<file path="config.mk">
export PLATFORM = sky130hd
export DESIGN_NAME = pixel_color_match_classify
export DESIGN_NICKNAME = d
export VERILOG_FILES = /design/src/rtl/core/pcm_pkg.sv /design/src/rtl/core/pixel_color_match_classify.sv /design/src/rtl/core/pcm_front.sv /design/src/rtl/core/pcm_div_step.sv /design/src/rtl/core/pcm_classify.sv
export SDC_FILE = /design/constraint.sdc
export NUM_CORES = 1
export LEC_CHECK = 0
export ABC_CLOCK_PERIOD_IN_PS = 9620
export BUFFER_PORTS_ARGS = -buffer_cell sky130_fd_sc_hd__buf_2
export CAP_MARGIN = 20
export CELL_PAD_IN_SITES_DETAIL_PLACEMENT = 1
export CELL_PAD_IN_SITES_GLOBAL_PLACEMENT = 1
export CORE_ASPECT_RATIO = 0.5
export CORE_UTILIZATION = 45
export DETAILED_ROUTE_END_ITERATION = 6
export MAX_ROUTING_LAYER = met4
export PLACE_DENSITY = 0.72
export SLEW_MARGIN = 30
export SYNTH_ARGS = -nofsm -noshare
export SYNTH_HDL_FRONTEND = slang
export SYNTH_HIERARCHICAL = 1
export SYNTH_SLANG_ARGS = --single-unit
</file>
<file path="constraint.sdc">
create_clock -name i_clk -period 9.62 [get_ports i_clk]
set_input_delay 2.405 -clock i_clk [delete_from_list [all_inputs] [get_ports i_clk]]
set_output_delay 2.405 -clock i_clk [all_outputs]
set_load 0.03 [all_outputs]
</file>
<file path="src/rtl/core/pcm_pkg.sv">
// ---------------------------------------------------------------------------
// pcm_pkg
// Shared types and constants for the pixel color match classifier.
// ---------------------------------------------------------------------------
package pcm_pkg;

    localparam int PIX_W      = 8;
    localparam int HUE_W      = 9;
    localparam int HALF_W     = 8;
    localparam int CLS_W      = 3;
    localparam int CFG_IDX_W  = 3;
    localparam int NUM_W      = 15;   // 60*(t+d)+d, at most 30855
    localparam int DEN_W      = 9;    // 2*d
    localparam int QUO_W      = 6;    // quotient 0..60
    localparam int DIV_BITS   = 2;    // quotient bits per divider stage
    localparam int DIV_STAGES = QUO_W / DIV_BITS;
    localparam int PIPE_STAGES = DIV_STAGES + 3;

    // register indexes
    localparam logic [CFG_IDX_W-1:0] CFG_MATCH_MODE  = 3'd0;
    localparam logic [CFG_IDX_W-1:0] CFG_REF_RED     = 3'd1;
    localparam logic [CFG_IDX_W-1:0] CFG_REF_GREEN   = 3'd2;
    localparam logic [CFG_IDX_W-1:0] CFG_REF_BLUE    = 3'd3;
    localparam logic [CFG_IDX_W-1:0] CFG_TOLERANCE   = 3'd4;
    localparam logic [CFG_IDX_W-1:0] CFG_COLOR_CLASS = 3'd5;

    // color classes
    localparam logic [CLS_W-1:0] CLS_RED    = 3'd0;
    localparam logic [CLS_W-1:0] CLS_ORANGE = 3'd1;
    localparam logic [CLS_W-1:0] CLS_YELLOW = 3'd2;
    localparam logic [CLS_W-1:0] CLS_GREEN  = 3'd3;
    localparam logic [CLS_W-1:0] CLS_BLUE   = 3'd4;
    localparam logic [CLS_W-1:0] CLS_PURPLE = 3'd5;

    // hue sector, by which channel holds the maximum
    localparam logic [1:0] SEC_R = 2'd0;
    localparam logic [1:0] SEC_G = 2'd1;
    localparam logic [1:0] SEC_B = 2'd2;

    // S <= 102 is S < 103
    localparam logic [PIX_W-1:0] S_KEEP_MIN = 8'd103;
    localparam logic [PIX_W-1:0] V_REJ_MAX  = 8'd25;

    // half-degree hue assembly from quotient q = floor((60t+61d)/(2d))
    localparam logic [HALF_W-1:0] HALF_RED_SPLIT = 8'd30;
    localparam logic [HALF_W-1:0] HALF_RED_WRAP  = 8'd150;
    localparam logic [HALF_W-1:0] HALF_OFS_G     = 8'd30;
    localparam logic [HALF_W-1:0] HALF_OFS_B     = 8'd90;

    // class ranges in degrees
    localparam logic [HUE_W-1:0] HUE_RED_HI    = 9'd30;
    localparam logic [HUE_W-1:0] HUE_RED_LO2   = 9'd331;
    localparam logic [HUE_W-1:0] HUE_RED_HI2   = 9'd360;
    localparam logic [HUE_W-1:0] HUE_ORANGE_LO = 9'd31;
    localparam logic [HUE_W-1:0] HUE_ORANGE_HI = 9'd50;
    localparam logic [HUE_W-1:0] HUE_YELLOW_LO = 9'd51;
    localparam logic [HUE_W-1:0] HUE_YELLOW_HI = 9'd70;
    localparam logic [HUE_W-1:0] HUE_GREEN_LO  = 9'd71;
    localparam logic [HUE_W-1:0] HUE_GREEN_HI  = 9'd160;
    localparam logic [HUE_W-1:0] HUE_BLUE_LO   = 9'd161;
    localparam logic [HUE_W-1:0] HUE_BLUE_HI   = 9'd262;
    localparam logic [HUE_W-1:0] HUE_PURPLE_LO = 9'd263;
    localparam logic [HUE_W-1:0] HUE_PURPLE_HI = 9'd330;

    typedef struct packed {
        logic             mode;
        logic [PIX_W-1:0] ref_red;
        logic [PIX_W-1:0] ref_green;
        logic [PIX_W-1:0] ref_blue;
        logic [PIX_W-1:0] tol;
        logic [CLS_W-1:0] cls;
    } t_cfg;

    typedef struct packed {
        logic             tol_hit;
        logic [PIX_W-1:0] vmax;
        logic [PIX_W-1:0] diff;
        logic [PIX_W:0]   tdiff;    // sector difference plus d, 0..2d
        logic [1:0]       sector;
    } t_front;

    typedef struct packed {
        logic             tol_hit;
        logic             reject;
        logic             d_zero;
        logic [1:0]       sector;
        logic [DEN_W-1:0] den;
        logic [NUM_W-1:0] rem;
        logic [QUO_W-1:0] quo;
    } t_div;

    typedef struct packed {
        logic             is_match;
        logic             low_sv_reject;
        logic [HUE_W-1:0] hue;
    } t_result;

endpackage

</file>
<file path="src/rtl/core/pixel_color_match_classify.sv">
// ---------------------------------------------------------------------------
// pixel_color_match_classify
// Classifies one RGB pixel per clock, unless stalled, against a reference
// color or a hue class.
// Input channel: i_valid / o_stall with i_pix_red, i_pix_green, i_pix_blue.
// A transfer happens on a rising edge with i_valid high and o_stall low.
// Output channel: o_valid / i_stall with o_is_match, o_low_sv_reject,
// o_hue_degrees. Configuration: i_cfg_valid / o_cfg_ready with i_cfg_index
// and i_cfg_data; o_cfg_ready is always high. Write registers only while
// the pipeline is empty.
// Depth: six register stages; a result shows on the outputs once it has passed
// through all six and transfers out while i_stall is low. Throughput: one
// pixel per cycle while the output is not stalled; the three-stage
// hue divider (two quotient bits per stage) sets the depth.
// Reset (synchronous, active low) clears the configuration registers and the
// stage valid bits, which empties the pipeline. When the receiver stalls, the
// output holds and upstream stages keep filling any empty slots; o_stall
// rises only once every stage is full.
// ---------------------------------------------------------------------------
module pixel_color_match_classify
    import pcm_pkg::*;
(
    input  logic                 i_clk,
    input  logic                 i_rst_n,
    input  logic                 i_valid,
    output logic                 o_stall,
    input  logic [PIX_W-1:0]     i_pix_red,
    input  logic [PIX_W-1:0]     i_pix_green,
    input  logic [PIX_W-1:0]     i_pix_blue,
    output logic                 o_valid,
    input  logic                 i_stall,
    output logic                 o_is_match,
    output logic                 o_low_sv_reject,
    output logic [HUE_W-1:0]     o_hue_degrees,
    input  logic                 i_cfg_valid,
    output logic                 o_cfg_ready,
    input  logic [CFG_IDX_W-1:0] i_cfg_index,
    input  logic [PIX_W-1:0]     i_cfg_data
);

    t_cfg                   r_cfg;
    logic [PIPE_STAGES-1:0] r_vld, n_vld;
    logic [PIPE_STAGES-1:0] rdy;
    t_div                   div_pipe [DIV_STAGES+1];
    t_result                res;

    assign o_cfg_ready = 1'b1;

    always_ff @(posedge i_clk) begin
        if (!i_rst_n) begin
            r_cfg <= '0;
        end else if (i_cfg_valid) begin
            unique case (i_cfg_index)
                CFG_MATCH_MODE:  r_cfg.mode      <= i_cfg_data[0];
                CFG_REF_RED:     r_cfg.ref_red   <= i_cfg_data;
                CFG_REF_GREEN:   r_cfg.ref_green <= i_cfg_data;
                CFG_REF_BLUE:    r_cfg.ref_blue  <= i_cfg_data;
                CFG_TOLERANCE:   r_cfg.tol       <= i_cfg_data;
                CFG_COLOR_CLASS: r_cfg.cls       <= i_cfg_data[CLS_W-1:0];
                default: ;
            endcase
        end
    end

    // a stage loads when it is empty or its successor loads
    always_comb begin
        rdy[PIPE_STAGES-1] = !r_vld[PIPE_STAGES-1] || !i_stall;
        for (int k = PIPE_STAGES - 2; k >= 0; k--) begin
            rdy[k] = !r_vld[k] || rdy[k+1];
        end
        n_vld = r_vld;
        if (rdy[0]) n_vld[0] = i_valid;
        for (int k = 1; k < PIPE_STAGES; k++) begin
            if (rdy[k]) n_vld[k] = r_vld[k-1];
        end
    end

    always_ff @(posedge i_clk) begin
        if (!i_rst_n) begin
            r_vld <= '0;
        end else begin
            r_vld <= n_vld;
        end
    end

    pcm_front u_front (
        .i_clk       (i_clk),
        .i_ld1       (rdy[0]),
        .i_ld2       (rdy[1]),
        .i_cfg       (r_cfg),
        .i_pix_red   (i_pix_red),
        .i_pix_green (i_pix_green),
        .i_pix_blue  (i_pix_blue),
        .o_div       (div_pipe[0])
    );

    for (genvar g = 0; g < DIV_STAGES; g++) begin : g_div
        pcm_div_step u_div_step (
            .i_clk (i_clk),
            .i_ld  (rdy[g+2]),
            .i_div (div_pipe[g]),
            .o_div (div_pipe[g+1])
        );
    end

    pcm_classify u_classify (
        .i_clk (i_clk),
        .i_ld  (rdy[PIPE_STAGES-1]),
        .i_cfg (r_cfg),
        .i_div (div_pipe[DIV_STAGES]),
        .o_res (res)
    );

    assign o_stall         = !rdy[0];
    assign o_valid         = r_vld[PIPE_STAGES-1];
    assign o_is_match      = res.is_match;
    assign o_low_sv_reject = res.low_sv_reject;
    assign o_hue_degrees   = res.hue;

endmodule

</file>
<file path="src/rtl/core/pcm_front.sv">
// ---------------------------------------------------------------------------
// pcm_front
// Stage 1: min/max, sector and tolerance test. Stage 2: divider numerator
// and low saturation / value rejection.
// ---------------------------------------------------------------------------
module pcm_front
    import pcm_pkg::*;
(
    input  logic             i_clk,
    input  logic             i_ld1,
    input  logic             i_ld2,
    input  t_cfg             i_cfg,
    input  logic [PIX_W-1:0] i_pix_red,
    input  logic [PIX_W-1:0] i_pix_green,
    input  logic [PIX_W-1:0] i_pix_blue,
    output t_div             o_div
);

    function automatic logic [PIX_W-1:0] abs_diff(input logic [PIX_W-1:0] a,
                                                  input logic [PIX_W-1:0] b);
        return (a > b) ? (a - b) : (b - a);
    endfunction

    t_front           n_front, r_front;
    t_div             n_div, r_div;
    logic [PIX_W-1:0] vmin;
    logic [PIX_W-1:0] vmax;
    logic [PIX_W-1:0] diff;
    logic [16:0]      s_lhs;
    logic [16:0]      s_rhs;

    always_comb begin
        vmax = i_pix_red;
        if (i_pix_green > vmax) vmax = i_pix_green;
        if (i_pix_blue > vmax) vmax = i_pix_blue;
        vmin = i_pix_red;
        if (i_pix_green < vmin) vmin = i_pix_green;
        if (i_pix_blue < vmin) vmin = i_pix_blue;
        diff = vmax - vmin;

        n_front.vmax = vmax;
        n_front.diff = diff;
        // t + d stays in 0..2d, so 9-bit wraparound is harmless
        if (vmax == i_pix_red) begin
            n_front.sector = SEC_R;
            n_front.tdiff  = {1'b0, i_pix_green} + {1'b0, diff} - {1'b0, i_pix_blue};
        end else if (vmax == i_pix_green) begin
            n_front.sector = SEC_G;
            n_front.tdiff  = {1'b0, i_pix_blue} + {1'b0, diff} - {1'b0, i_pix_red};
        end else begin
            n_front.sector = SEC_B;
            n_front.tdiff  = {1'b0, i_pix_red} + {1'b0, diff} - {1'b0, i_pix_green};
        end
        n_front.tol_hit = (abs_diff(i_pix_red, i_cfg.ref_red) <= i_cfg.tol) &&
                          (abs_diff(i_pix_green, i_cfg.ref_green) <= i_cfg.tol) &&
                          (abs_diff(i_pix_blue, i_cfg.ref_blue) <= i_cfg.tol);
    end

    always_ff @(posedge i_clk) begin
        if (i_ld1) begin
            r_front <= n_front;
        end
    end

    always_comb begin
        // S <= 102  <=>  255*d + v/2 < 103*v
        s_lhs = {1'b0, r_front.diff, 8'b0} - {9'b0, r_front.diff}
              + {10'b0, r_front.vmax[PIX_W-1:1]};
        s_rhs = {9'b0, r_front.vmax} * {9'b0, S_KEEP_MIN};

        n_div.tol_hit = r_front.tol_hit;
        n_div.reject  = (s_lhs < s_rhs) || (r_front.vmax <= V_REJ_MAX);
        n_div.d_zero  = (r_front.diff == '0);
        n_div.sector  = r_front.sector;
        n_div.den     = {r_front.diff, 1'b0};
        // 60*(t+d) + d
        n_div.rem     = {r_front.tdiff, 6'b0} - {4'b0, r_front.tdiff, 2'b0}
                      + {7'b0, r_front.diff};
        n_div.quo     = '0;
    end

    always_ff @(posedge i_clk) begin
        if (i_ld2) begin
            r_div <= n_div;
        end
    end

    assign o_div = r_div;

endmodule

</file>
<file path="src/rtl/core/pcm_div_step.sv">
// ---------------------------------------------------------------------------
// pcm_div_step
// One registered stage of the restoring hue divider, DIV_BITS quotient bits.
// ---------------------------------------------------------------------------
module pcm_div_step
    import pcm_pkg::*;
(
    input  logic i_clk,
    input  logic i_ld,
    input  t_div i_div,
    output t_div o_div
);

    t_div             n_div, r_div;
    logic [NUM_W-1:0] rem;
    logic [NUM_W-1:0] den_top;
    logic [QUO_W-1:0] quo;

    // remainder is kept below 2*den_top and doubled after every step
    always_comb begin
        den_top = NUM_W'({i_div.den, {(QUO_W-1){1'b0}}});
        rem     = i_div.rem;
        quo     = i_div.quo;
        for (int k = 0; k < DIV_BITS; k++) begin
            if (rem >= den_top) begin
                rem = rem - den_top;
                quo = {quo[QUO_W-2:0], 1'b1};
            end else begin
                quo = {quo[QUO_W-2:0], 1'b0};
            end
            rem = {rem[NUM_W-2:0], 1'b0};
        end
        n_div     = i_div;
        n_div.rem = rem;
        n_div.quo = quo;
    end

    always_ff @(posedge i_clk) begin
        if (i_ld) begin
            r_div <= n_div;
        end
    end

    assign o_div = r_div;

endmodule

</file>
<file path="src/rtl/core/pcm_classify.sv">
// ---------------------------------------------------------------------------
// pcm_classify
// Final stage: hue assembly from the quotient, class range test, result mux.
// ---------------------------------------------------------------------------
module pcm_classify
    import pcm_pkg::*;
(
    input  logic    i_clk,
    input  logic    i_ld,
    input  t_cfg    i_cfg,
    input  t_div    i_div,
    output t_result o_res
);

    t_result           n_res, r_res;
    logic [HALF_W-1:0] q;
    logic [HALF_W-1:0] half;
    logic [HUE_W-1:0]  hue;
    logic              hit;

    always_comb begin
        q = {{(HALF_W-QUO_W){1'b0}}, i_div.quo};
        case (i_div.sector)
            SEC_R:   half = (q >= HALF_RED_SPLIT) ? (q - HALF_RED_SPLIT)
                                                  : (q + HALF_RED_WRAP);
            SEC_G:   half = q + HALF_OFS_G;
            default: half = q + HALF_OFS_B;
        endcase
        if (i_div.d_zero) half = '0;   // gray pixel
        hue = {half, 1'b0};

        case (i_cfg.cls)
            CLS_RED:    hit = (hue <= HUE_RED_HI) ||
                              ((hue >= HUE_RED_LO2) && (hue <= HUE_RED_HI2));
            CLS_ORANGE: hit = (hue >= HUE_ORANGE_LO) && (hue <= HUE_ORANGE_HI);
            CLS_YELLOW: hit = (hue >= HUE_YELLOW_LO) && (hue <= HUE_YELLOW_HI);
            CLS_GREEN:  hit = (hue >= HUE_GREEN_LO) && (hue <= HUE_GREEN_HI);
            CLS_BLUE:   hit = (hue >= HUE_BLUE_LO) && (hue <= HUE_BLUE_HI);
            CLS_PURPLE: hit = (hue >= HUE_PURPLE_LO) && (hue <= HUE_PURPLE_HI);
            default:    hit = 1'b0;
        endcase

        if (i_cfg.mode) begin
            n_res.is_match      = !i_div.reject && hit;
            n_res.low_sv_reject = i_div.reject;
            n_res.hue           = hue;
        end else begin
            n_res.is_match      = i_div.tol_hit;
            n_res.low_sv_reject = 1'b0;
            n_res.hue           = '0;
        end
    end

    always_ff @(posedge i_clk) begin
        if (i_ld) begin
            r_res <= n_res;
        end
    end

    assign o_res = r_res;

endmodule
</file>
# Word-level counts from Yosys, hierarchy flattened

Cells that the tools add are included.

Multipliers: 1
Reductions and logical operators: 36
Order comparisons: 32
Mux-type cells: 25
Equal/unequal tests: 13
Add/sub/neg operators: 26

Operator list:

| cell                                                                  | number |
|---|---|
| 15-bit by 14-bit >= comparator with 1-bit output                      | 6 |
| 8-bit 2-to-1 mux                                                      | 9 |
| 14-bit 2-to-1 mux                                                     | 5 |
| 14-bit subtractor                                                     | 5 |
| 8-bit subtractor                                                      | 7 |
| 8-bit greater-than comparator                                         | 5 |
| 11-bit 2-to-1 mux                                                     | 3 |
| 8-bit by 8-bit adder with 9-bit output                                | 3 |
| 9-bit <= comparator, second input constant                            | 3 |
| 9-bit by 8-bit subtractor with 9-bit output                           | 3 |
| 8-bit <= comparator                                                   | 3 |
| 9-bit >= comparator, second input constant                            | 2 |
| 17-bit by 7-bit adder with 17-bit output                              | 1 |
| 17-bit by 15-bit less-than comparator with 1-bit output               | 1 |
| 16-bit by 8-bit subtractor with 17-bit output                         | 1 |
| 8-bit equality test                                                   | 2 |
| 8-bit less-than comparator                                            | 2 |
| 8-bit case mux with 2 select lines                                    | 1 |
| 15-bit by 8-bit adder with 15-bit output                              | 1 |
| 8-bit by 7-bit multiplier with 15-bit output, second input constant   | 1 |
| 15-bit by 11-bit subtractor with 15-bit output                        | 1 |
| 3-bit by 2-bit equality test with 1-bit output, second input constant | 4 |
| 3-bit equality test, second input constant                            | 4 |
| 2-bit AND reduction                                                   | 6 |
| other kinds (24)                                                      | 54 |

Input bits: 40
Logic and storage cells: 181
Register bits: 180

# Depth between registers and ports, before layout

Word-level depth: 10
Mapped depth: 35

# Cells and area by module

The synthesis kept the hierarchy.

Modules (own cells, without submodules):

| module                     | seq. area each (µm²) | area each (µm²) | cells each | instances |
|---|---|---|---|---|
| pcm_front                  | 1,621.6              | 10,271.1        | 1,157      | 1 |
| pcm_div_step               | 991.0                | 2,070.7         | 166        | 3 |
| pixel_color_match_classify | 840.8                | 1,555.2         | 163        | 1 |
| pcm_classify               | 300.3                | 1,239.9         | 143        | 1 |

# Worst setup path after synthesis

No wires, ideal clock.

Kind: input -> register
From: input i_pix_red[5]
To: register u_front/r_front[10] (netlist bit) (data pin)
Setup slack: 0.601 ns
Buffers on the path: 2
Required time: 9.359 ns
Arrival: 8.759 ns
Stages: 30
Path through: inv_1 -> ha_1 -> a211o_1 -> a21o_4 -> o21ai_0 -> clkbuf_1 -> mux2i_1 -> ha_1 -> nand3_1 -> nor2_1 -> o211ai_2 -> o31a_1 -> or3_1 -> buf_2 -> nor2_1 -> a21oi_1 -> ha_1 -> fa_1 -> nand2b_1 -> o21ai_0 -> a2111oi_0 -> or3_1 -> fa_1 -> ha_1 -> o21ai_0 -> nand2b_1 -> a21oi_1 -> xnor2_1 -> mux2i_1 -> mux2i_1

RTL lines:

| what                   | RTL line                         | RTL |
|---|---|---|
| start: declaration     | pixel_color_match_classify.sv:27 | `input logic [PIX_W-1:0] i_pix_red,` |
| end signal: assignment | pcm_front.sv:61                  | `r_front <= n_front;` |
| end: declaration       | pcm_front.sv:24                  | `t_front n_front, r_front;` |

==> reports/metrics.yaml <==
setup_path:
  cp_max_fo: 10
  crit_type: "in2reg"
  slowest_delay_ns: 0.79
  cp-end-kind: "flop"
  arrival_ns: 9.35
  required_ns: 9.79
  critPathLaunchType: "input port"
  crit_top_cell: "ha_1"
  crit_slowest_cell: "a2111oi_0"
run:
  drv_cap: 0
sta:
  finalHoldViolations: 0
  rsz0062_at_grt: "false"
  fin_worst_skew_ns: 0.0164
  maxSlewHeadroom_pct: 40.7
  period_minus_slack_ns: 9.18
  setup_viol: 0
  tightest_slew_ns: 0.890
  slew_viol_final: 0
  fin_crit_sh_pct: 95.4
  fmax_mhz: 109
  setup_tns_ns: 0
clock_network:
  h-tree-depth: 4
  cts_tree: "done"
  cts_num_sinks: 177
  cts.path.max_buffers: 2
  cts_post_setup_buffers_inserted: 0
  cts_inserted_buffers: 17
  insertion_delay_ns: 0.45
  ctsResizeCount: 0
  clock-root-buffer: "clkbuf_16"
  clkTransAtPathRegs_ns: 0.07
  hold_buffers: 0
final_layout:
  fin_util_pct: 49.7
  diodes: 0
  drive_gt1_share_pct: 11.8
  final_cells: 2491
  finish.instance_area_mm2: 0.0195
  area_growth_pct: 7.90
  nets: 2307
place:
  hpwl_um: 41100
  dp.cells: 2459
  portBuffers: 51
  gp_congestion: 0.913
  post_dp_cell_area_mm2: 0.0189
global_routing:
  grt_use_total_pct: 25.4
  grt_max_degree: 53
  grt_pass1_wl_um: 78900
  grt_pass1_vias: 14498
  antenna_found_initial: 0
  gr-total-overflow: 0
worst_hold_path:
  hold_class: "reg2reg"
floorplanning:
  die_h_um: 144
  fp.dieArea_mm2: 0.0411
  floorplan.rows: 51
  die_x_um: 286
  num_io_pins: 54
  core_mm2: 0.0393
  start_util_pct: 46.1
routing:
  drc_errors: 0
  viasPerCell: 5.67
  drtPass1Iterations: 5
  wl_per_cell_um: 20.1
  vias: 14122
  ant_nets: 0
  wl_um: 50100
  drt_iter0_markers: 564
yosys:
  syn_inst: 1895
  netlist_area_mm2: 0.0181
  avgSynthCellArea_um2: 9.56
  synth.yosys.warnings: 6
outcome:
  status: "finished clean"
cell type report:
cell class                 instances  area [um2]
clock buffer                      19         464
clock inverter                    13         131
fill                            4512       19800
inverter                         256         968
multi-input combinational       1412       11900
sequential                       177        4890
tap                              530         663
timing repair buffer              84         503
stage by stage:
step / hold WS [ns] / setup WS, ns
floorplan: 0.400 / 0.601
global placement: 0.401 / 0.401
detailed placement: 0.406 / 0.170
CTS: 0.421 / 0.603
global route: 0.431 / 0.0244
finish: 0.422 / 0.444
placed cells by master, fill, tap and decap left out, types with 51 or more instances in the layout:
cell type / instances
a21o_1: 51
a21oi_1: 122
nor2_1: 87
nand3_1: 62
nand2_1: 65
fa_1: 52
o21ai_0: 102
mux2i_1: 55
inv_1: 250
xnor2_1: 97
buf_2: 51
edfxtp_1: 135
ha_1: 267
worst max-delay path: cells and delay by family:
family / cells / cell delay (ns)
buffers and inverters: 5 / 0.83
adder cells (fa/ha/maj): 5 / 1.87
XOR/XNOR: 1 / 0.10
AND/OR/NAND/NOR: 5 / 1.08
multiplexers: 3 / 0.54
AO/OA/AOI/OAI: 10 / 2.49
worst paths after layout:
| check | slack, ns | depth (start not counted) | startpoint | endpoint |
|---|---|---|---|---|
| setup reg to reg | 3.93 | 25 | u_front/r_front[24]$_DFFE_PP_ | u_front/o_div[33]$_DFFE_PP_ |
| setup / recovery | 0.44 | 29 | i_pix_red[7] | u_front/r_front[10]$_DFFE_PP_ |
| hold / removal | 0.42 | 0 | g_div[1].u_div_step/o_div[31]$_DFFE_PP_ | g_div[2].u_div_step/o_div[31]$_DFFE_PP_ |
| hold reg to reg | 0.42 | 0 | g_div[1].u_div_step/o_div[31]$_DFFE_PP_ | g_div[2].u_div_step/o_div[31]$_DFFE_PP_ |
flip-flops by register name (all words and copies together), names as in the netlist:
name,flops
g_div.u_div_step/o_div,71
r_cfg,36
r_vld,6
u_classify/o_res,10
u_front/n_div,11
u_front/o_div,26
u_front/r_front,17
metal layers:
metal	vias up	part of all wire, %	track usage [%]
met5	-	0	-
met4	0	1.9	6.30
met3	63	3.0	3.02
met1	6971	48	32.8
met2	230	47	42.6
li1	6858	-	-
Power is left out: the tool's default activity adds up to more than one toggle a clock period on the data nets, which glitch-free logic cannot reach.
